$ cat src/polyphonic_adsr_voice_engine_unit_defines.svh
// ----------------------------------------------------------------------------
// Assertion macros for the polyphonic ADSR voice engine
// Assertions sample on clk_i and are disabled while rst_ni is low.
// ----------------------------------------------------------------------------
`ifndef POLYPHONIC_ADSR_VOICE_ENGINE_UNIT_DEFINES_SVH
`define POLYPHONIC_ADSR_VOICE_ENGINE_UNIT_DEFINES_SVH
`ifndef ASSERT_OFF
`define PAVE_ASSERT(lbl, prop, msg) \
  lbl: assert property (@(posedge clk_i) disable iff (!rst_ni) (prop)) else $error(msg);
`define PAVE_ASSERT_NEVER(lbl, cond, msg) \
  lbl: assert property (@(posedge clk_i) disable iff (!rst_ni) !(cond)) else $error(msg);
`else
`define PAVE_ASSERT(lbl, prop, msg)
`define PAVE_ASSERT_NEVER(lbl, cond, msg)
`endif
`endif

$ cat src/pave_pkg.sv
// ----------------------------------------------------------------------------
// pave_pkg
// Types, codes and constants of the polyphonic ADSR voice engine.
// ----------------------------------------------------------------------------
package pave_pkg;

  localparam int VOICES_DEF       = 16;
  localparam int SINE_ENTRIES_DEF = 1024;

  localparam logic [15:0] LVL_ONE = 16'h8000;
  localparam logic [23:0] CNT_MAX = 24'hFF_FFFF;
  localparam logic [63:0] HALF_PI_Q30 = 64'd1686629713;

  typedef enum logic [1:0] {
    CMD_TICK     = 2'd0,
    CMD_NOTE_ON  = 2'd1,
    CMD_NOTE_OFF = 2'd2,
    CMD_ALL_OFF  = 2'd3
  } cmd_e;

  typedef enum logic [2:0] {
    REG_OSC_SHAPE     = 3'd0,
    REG_MASTER_VOLUME = 3'd1,
    REG_ATTACK_LEN    = 3'd2,
    REG_DECAY_LEN     = 3'd3,
    REG_SUSTAIN_LVL   = 3'd4,
    REG_RELEASE_LEN   = 3'd5
  } reg_idx_e;

  typedef enum logic [1:0] {
    WAVE_SINE   = 2'd0,
    WAVE_SAW    = 2'd1,
    WAVE_SQUARE = 2'd2
  } osc_shape_e;

  typedef enum logic [2:0] {
    ST_OFF     = 3'd0,
    ST_ATTACK  = 3'd1,
    ST_DECAY   = 3'd2,
    ST_SUSTAIN = 3'd3,
    ST_RELEASE = 3'd4
  } env_stage_e;

  typedef enum logic [3:0] {
    S_IDLE, S_NWR, S_VSEL, S_ENV, S_DIV, S_MUL1, S_LVL,
    S_OSC, S_ROM, S_MIX, S_ACC, S_SCALE, S_OUT
  } state_e;

  typedef struct packed {
    env_stage_e  stage;
    logic [23:0] cnt;
    logic [31:0] slope;
    logic [15:0] rl;
    logic [31:0] phase;
    logic [31:0] step;
  } voice_rec_t;

  typedef struct packed {
    logic        start;
    logic [31:0] num;
    logic [23:0] den;
  } div_req_t;

  // Sine of phase p, Q1.15, Taylor series in Q30 (elaboration time only).
  function automatic logic signed [15:0] sine_of(input logic [31:0] p);
    logic [63:0] r, x, x2, term, v;
    logic signed [63:0] sum;
    r = {34'd0, p[29:0]};
    if (p[30]) r = 64'h4000_0000 - r;
    x    = (r * HALF_PI_Q30) >> 30;
    x2   = (x * x) >> 30;
    sum  = signed'(x);
    term = ((x * x2) >> 30) / 64'd6;
    sum  = sum - signed'(term);
    term = ((term * x2) >> 30) / 64'd20;
    sum  = sum + signed'(term);
    term = ((term * x2) >> 30) / 64'd42;
    sum  = sum - signed'(term);
    term = ((term * x2) >> 30) / 64'd72;
    sum  = sum + signed'(term);
    term = ((term * x2) >> 30) / 64'd110;
    sum  = sum - signed'(term);
    if (sum < 0) sum = '0;
    v = (unsigned'(sum) + 64'd16384) >> 15;
    if (v > 64'd32767) v = 64'd32767;
    return p[31] ? -signed'(v[15:0]) : signed'(v[15:0]);
  endfunction

endpackage

$ cat src/pave_div.sv
// ----------------------------------------------------------------------------
// pave_div
// Restoring divider, 32-bit dividend by 24-bit divisor, one bit per cycle.
// ----------------------------------------------------------------------------
module pave_div import pave_pkg::*; (
  input  logic        clk_i,
  input  logic        rst_ni,
  input  div_req_t    req_i,
  output logic        done_o,
  output logic [31:0] quo_o
);

  logic        busy_q, busy_d;
  logic        done_q, done_d;
  logic [4:0]  cnt_q, cnt_d;
  logic [23:0] rem_q, rem_d;
  logic [31:0] num_q, num_d;
  logic [23:0] den_q, den_d;
  logic [24:0] trial;
  logic        ge;

  always_comb begin
    trial  = {rem_q, num_q[31]};
    ge     = trial >= {1'b0, den_q};
    busy_d = busy_q;
    done_d = 1'b0;
    cnt_d  = cnt_q;
    rem_d  = rem_q;
    num_d  = num_q;
    den_d  = den_q;
    if (req_i.start) begin
      busy_d = 1'b1;
      cnt_d  = '0;
      rem_d  = '0;
      num_d  = req_i.num;
      den_d  = req_i.den;
    end else if (busy_q) begin
      // shift in one dividend bit, keep the remainder below the divisor
      rem_d = ge ? 24'(trial - {1'b0, den_q}) : trial[23:0];
      num_d = {num_q[30:0], ge};
      cnt_d = cnt_q + 5'd1;
      if (cnt_q == 5'd31) begin
        busy_d = 1'b0;
        done_d = 1'b1;
      end
    end
  end

  always_ff @(posedge clk_i or negedge rst_ni) begin
    if (!rst_ni) begin
      busy_q <= 1'b0;
      done_q <= 1'b0;
      cnt_q  <= '0;
    end else begin
      busy_q <= busy_d;
      done_q <= done_d;
      cnt_q  <= cnt_d;
    end
  end

  always_ff @(posedge clk_i) begin
    rem_q <= rem_d;
    num_q <= num_d;
    den_q <= den_d;
  end

  assign done_o = done_q;
  assign quo_o  = num_q;

endmodule

$ cat config.mk
export PLATFORM = sky130hd
export DESIGN_NAME = pave_div
export DESIGN_NICKNAME = d
export VERILOG_FILES = /design/src/polyphonic_adsr_voice_engine_unit_defines.svh /design/src/pave_pkg.sv /design/src/pave_div.sv
export SDC_FILE = /design/constraint.sdc
export NUM_CORES = 1
export LEC_CHECK = 0
export BUFFER_PORTS_ARGS = -buffer_cell sky130_fd_sc_hd__buf_2
export CORE_ASPECT_RATIO = 1.2
export CORE_UTILIZATION = 25
export CTS_CLUSTER_SIZE = 25
export DETAILED_ROUTE_END_ITERATION = 8
export PLACE_DENSITY_LB_ADDON = 0.08
export SLEW_MARGIN = 5
export SYNTH_ARGS = -nofsm -noshare
export SYNTH_HDL_FRONTEND = slang
export SYNTH_SLANG_ARGS = --single-unit
$ cat constraint.sdc
create_clock -name clk_i -period 3 [get_ports clk_i]
set_input_delay 0.6 -clock clk_i [delete_from_list [all_inputs] [get_ports clk_i]]
set_output_delay 0.6 -clock clk_i [all_outputs]
set_load 0.005 [all_outputs]
==> impl_metrics.yaml, run 1 <==
synth:
  synth_seq_cells: 87
  synthAdderAreaFrac_pct: 7.03
  synth-compound-area-share_pct: 17.4
  syn-num-nets: 533
  ys_seq_area_share_pct: 47.6
  synthesis.area_sq_mm: 0.00491
  synth_xor_area_share_pct: 3.75
  synth_simple_gate_area_share_pct: 11.9
  synth_edf_count: 56
  yosys_most_used_dff: "edfxtp_1"
  yosysUniqueCellTypes: 58
  syn_inst: 447
  synthMuxAreaShare_pct: 7.98
  synth_top_family_by_area: "compound AO/OA/AOI/OAI gates"
  async_reset_ff_share_pct: 8.05
  ys.warnings.count: 0
  avgSynthCellArea_sq_um: 11.0
setup_path:
  slowest_stage: "ha_1"
  end_kind: "register"
  crit_fanout: 10
  arrival_ns: 2.94
  rrSetupSlack_ns: 0.33
  start_kind: "register"
  cpPeakStageDelay_ns: 0.46
  critPathKind: "reg -> reg"
  required_ns: 3.27
  cp_cell_sequence: "inv_1, ha_1, nand2_1, nor3_1, nand3_1, nor2_1, a21o_1, o21ai_4, buf_4, or3_1, a41oi_1"
sta:
  rsz0062_at_grt: "false"
  slew_headroom_pct: 60.0
  finalHoldWorstSlack_ns: 0.0705
  setup_violations: 0
  hold_viol: 0
  worstMarginPinSlew_ns: 0.600
  finalSetupTns_ns: 0
  skew_ns: 0.00521
  fmax_mhz: 374
  layout_min_cycle_time_ns: 2.67
  slew_violations: 0
  post-route-period-util_pct: 89.0
worst_hold_path:
  hold_path.class: "in -> async"
clock_tree:
  path_clk_slew_ns: 0.07
  cts_made_buffers: 9
  cts_max_path_buffers: 2
  cts.sinks: 87
  ctsHoldBuffers: 0
  post_cts_buffers: 0
  cts_tree: "done"
  insertion_delay_ns: 0.35
  cts_resized: 0
  htreeDepth: 3
  root_buffer: "clkbuf_16"
pwr:
  ir_drop_mv: 0.249
  power_density_mw_per_mm2: 483
  p_leak_nw: 2.59
routing:
  routed_wl_mm: 11.9
  first_pass_iters: 4
  drcViolationCount: 0
  wl_per_cell_um: 14.8
  via_count: 3637
  drt_iter0_markers: 101
  drtAntennaViolNets: 0
  viasPerCell: 4.55
global_routing:
  grt_pass1_vias: 3732
  grt_first_pass_wirelength_mm: 18.9
  grt_max_degree: 43
  antenna_found_initial: 0
  grt_usage_pct: 12.2
  overflow: 0
placement:
  place.gp.congestion: 0.737
  placed_area_sq_mm: 0.00567
  hpwl_mm: 8.70
  placedCellCount: 783
  portBuffers: 91
die:
  core_sq_mm: 0.0191
  start_util_pct: 25.8
  ios: 92
  die_area_sq_mm: 0.0202
  die_width_um: 130
  rows: 55
  die_y_um: 156
final_layout:
  final.fill_count: 1994
  seqCellArea_sq_mm: 0.00234
  n_antenna_cell: 0
  multi_input_area_sq_mm: 0.00236
  layout-drive-gt1-share_pct: 32.0
  fin_nets: 624
  stdcell_count: 799
  area_growth_pct: 21.3
  fin_area_sq_mm: 0.00595
status:
  status: "completed"
flow_run:
  maxCapViolCount: 0
through the flow:
step | util (%) | total power, mW | worst slack (ns)
5_1_grt | 31.2 | 3.01 | 0.0527
3_5_place_dp | 29.7 | 1.77 | 0.344
3_3_place_gp | 29.7 | 1.77 | 0.301
6_report | 31.2 | 2.87 | 0.330
2_1_floorplan | - | 1.62 | 0.625
4_1_cts | 31.2 | 2.93 | 0.296
layout by cell type, fill, tap and decap left out, types with 6 or more instances in the layout:
master / count
buf_2: 90
edfxtp_1: 56
nand2_1: 54
nor2_1: 40
mux2_2: 33
inv_1: 29
ha_1: 26
dfxtp_1: 24
a311oi_2: 15
o21ai_0: 12
a21o_1: 12
xor2_1: 12
a21oi_1: 11
nand3_1: 9
and3_1: 9
xnor2_1: 9
clkbuf_16: 9
buf_4: 9
nor3_1: 6
o21a_1: 6
dfrtp_1: 6
where the power goes:
group	switching, mW	internal [mW]
Sequential	0.0320	1.36
Clock	0.499	0.639
Combinational	0.174	0.168
Total	0.705	2.17
layer usage:
metal	track usage (%)	wire (um)	share of wire (%)
met1	14.8	5470	46
met2	20.7	5590	47
met3	2.17	544	4.6
met4	5.98	247	2.1
met5	0	0	0
cells in the mapped netlist, drive strengths merged, types with 4 or more instances:
| master | number | area [sq um] |
|---|---|---|
| a21oi | 12 | 71.3 |
| clkbuf | 8 | 30.0 |
| o31a | 4 | 36.3 |
| dfrtp | 7 | 175 |
| ha | 26 | 325 |
| nand2 | 55 | 209 |
| mux2 | 33 | 372 |
| nor3 | 6 | 30.0 |
| o21a | 6 | 45.0 |
| a21o | 12 | 90.1 |
| xnor2 | 9 | 78.8 |
| dfxtp | 24 | 480 |
| edfxtp | 56 | 1680 |
| nor2 | 40 | 150 |
| nand3 | 9 | 45.0 |
| xor2 | 12 | 105 |
| o21ai | 18 | 109 |
| buf | 12 | 73.8 |
| inv | 29 | 109 |
| a311oi | 19 | 260 |
| and3 | 9 | 56.3 |
path summary, 6_finish.rpt:
path                            startpoint   endpoint  cells past startpoint
worst min-delay path                rst_ni   cnt_q[1]                      1
worst min register to register   rem_q[19]  rem_q[20]                      2
min in group clk_i               req_i[12]  den_q[12]                      1
max in group asynchronous           rst_ni     busy_q                      1
worst max register to register   den_q[16]  rem_q[19]                     11
worst max-delay path             den_q[16]  rem_q[19]                     11
flip-flops by register name, summed over array words and instances, names as in the netlist:
register  count
den_q        24
done_o        1
cnt_q         5
rem_q        24
quo_o        32
busy_q        1
worst max-delay path, delay by kind of cell (launching register included):
| family | cells | cell delay [ns] |
|---|---|---|
| flip-flops | 1 | 0.33 |
| adder cells (fa/ha/maj) | 1 | 0.46 |
| AND/OR/NAND/NOR | 5 | 1.09 |
| AO/OA/AOI/OAI | 3 | 0.47 |
| buffers and inverters | 2 | 0.23 |
kinds of logic after synthesis:
family                   after synthesis
XOR/XNOR                              21
AND/OR/NAND/NOR                      132
adder cells (fa/ha/maj)               27
multiplexers                          35
AO/OA/AOI/OAI                         96
buffers and inverters                 49
flip-flops                            87
area by class of cell:
cell class,instances,share of cell area (%)
clock buffers,9,3.78
clock inverters,7,1.07
repair buffers,100,9.04
multi-input cells,311,39.6
flip-flops and latches,87,39.3
well taps,256,5.38
inverters,29,1.83
Power figures use the tool's default switching activity.
==> run 2, diff against run 1 <==
REMOVE_ABC_BUFFERS = 1   (was unset)
==> run 2 against run 1 <==
Sequential share of layout area is 0.16 points lower. Clock power is 6% higher. Combinational power hardly changed. Final cell count stayed put. Clock skew is 0.0056 ns higher. Sequential power hardly changed. Worst setup slack worse by 0.085 ns. Via count is 1.0% higher. Global-route usage is 0.45 points higher. Non-clock buffer count stayed put. First-iteration DRC count is 22% higher.
==> impl_metrics.yaml, run 2 (same netlist as run 1, synthesis figures left out) <==
global_routing:
  antenna_found_initial: 1
  grt_usage_pct: 12.7
  grt_first_pass_wirelength_mm: 19.9
  overflow: 0
  grt_max_degree: 48
  grt_pass1_vias: 3850
sta:
  setup_violations: 0
  hold_viol: 0
  rsz0062_at_grt: "false"
  layout_min_cycle_time_ns: 2.75
  finalSetupTns_ns: 0
  fmax_mhz: 363
  post-route-period-util_pct: 91.8
  slew_headroom_pct: 63.3
  slew_violations: 0
  worstMarginPinSlew_ns: 0.550
  skew_ns: 0.0109
setup_path:
  end_kind: "register"
  r2r_end: "rem_q[19]"
  required_ns: 3.26
  cp_cell_sequence: "inv_1, ha_1, nand2_1, nor3_1, nand3_1, nor2_1, a21o_1, o21ai_4, buf_4, or3_1, a41oi_1"
  slowest_stage: "ha_1"
  rrSetupSlack_ns: 0.25
  crit_fanout: 13
  critPathKind: "reg -> reg"
  arrival_ns: 3.02
  r2r-start: "den_q[16]"
  start_kind: "register"
  cpPeakStageDelay_ns: 0.47
  r2r_cells: 11
routing:
  drcViolationCount: 0
  drtAntennaViolNets: 0
  viasPerCell: 4.60
  wl_per_cell_um: 15.0
  first_pass_iters: 4
  via_count: 3674
  routed_wl_mm: 12.0
  drt_iter0_markers: 123
final_layout:
  final_cell_mix: "buf_2, edfxtp_1, nand2_1"
  layout-drive-gt1-share_pct: 32.2
  fin_nets: 624
  n_antenna_cell: 0
  stdcell_count: 799
  largest_register_ffs: 32
  fin_area_sq_mm: 0.00598
  fin_util_pct: 31.4
  area_growth_pct: 21.8
  layout_commonest_cell: "buf_2"
clock_tree:
  path_clk_slew_ns: 0.07
  post_cts_buffers: 0
  root_buffer: "clkbuf_16"
  insertion_delay_ns: 0.35
  cts_made_buffers: 9
  htreeDepth: 3
  cts.sinks: 87
  ctsHoldBuffers: 0
  cts_tree: "done"
  cts_resized: 0
  cts_max_path_buffers: 2
die:
  core_sq_mm: 0.0191
  start_util_pct: 25.8
  rows: 55
  ios: 92
  die_width_um: 130
  die_y_um: 156
  die_area_sq_mm: 0.0202
worst_hold_path:
  hold_path.class: "in -> async"
flow_run:
  maxCapViolCount: 0
pwr:
  power_density_mw_per_mm2: 494
  ir_drop_mv: 0.249
  p_leak_nw: 2.60
placement:
  hpwl_mm: 8.74
  place.gp.congestion: 0.809
  placed_area_sq_mm: 0.00567
  placedCellCount: 783
  portBuffers: 91
status:
  status: "completed"
## run 2: cell count changes in the layout (fill, tap and decap cells not counted)
cell / delta
clkinv_1: -3
clkbuf_1: +2
clkinv_4: -2
bufinv_16: +1
clkinvlp_4: +1
inv_6: +1
## run 2: metrics by stage
step	power, mW	hold WS (ns)	setup slack [ns]
after floorplan	1.61	0.304	0.303
after global placement	1.77	0.448	0.266
after detailed placement	1.77	0.450	0.282
after CTS	3.01	0.0658	0.228
after global routing	3.09	0.0804	0.00867
final	2.95	0.0765	0.245
## run 2: final cells by class
| class | instances | area, sq um |
|---|---|---|
| fill | 2016 | 13100 |
| sequential | 87 | 2340 |
| tap | 256 | 320 |
| multi-input combinational | 311 | 2360 |
| clock buffer | 11 | 233 |
| clock inverter | 5 | 81.3 |
| timing repair buffer | 100 | 538 |
| inverter | 29 | 109 |
## run 2: critical path: cells and delay by family (launching register included)
kind | cells | cell delay (ns)
buffers and inverters | 2 | 0.24
AOI/OAI and AO/OA | 3 | 0.48
adders and majority gates | 1 | 0.47
and+or+nand+nor | 5 | 1.16
DFF | 1 | 0.33
## run 2: worst max-delay path by stage
stage	from	depth (start not counted)	slack, ns	end
floorplan	busy_q	2	0.30	quo_o[0]
global placement	den_q[16]	11	0.27	rem_q[19]
detailed placement	den_q[16]	11	0.28	rem_q[19]
CTS	den_q[16]	11	0.23	rem_q[19]
global route	den_q[16]	11	0.009	rem_q[19]
finish	den_q[16]	11	0.25	rem_q[19]
## run 2: routing by layer
metal  track usage [%]  up-vias  share of wire, %
met3              4.02       16               5.8
met5                 0        -              0.11
met2              20.6       90                47
met1              15.6     1746                45
met4              4.76        2               1.9
li1                  -     1820                 -
## run 2: power by group
part	leakage (nW)	internal (mW)	switching [mW]
sequential	0.860	1.36	0.0357
clock	0.150	0.732	0.478
combinational	1.59	0.169	0.174
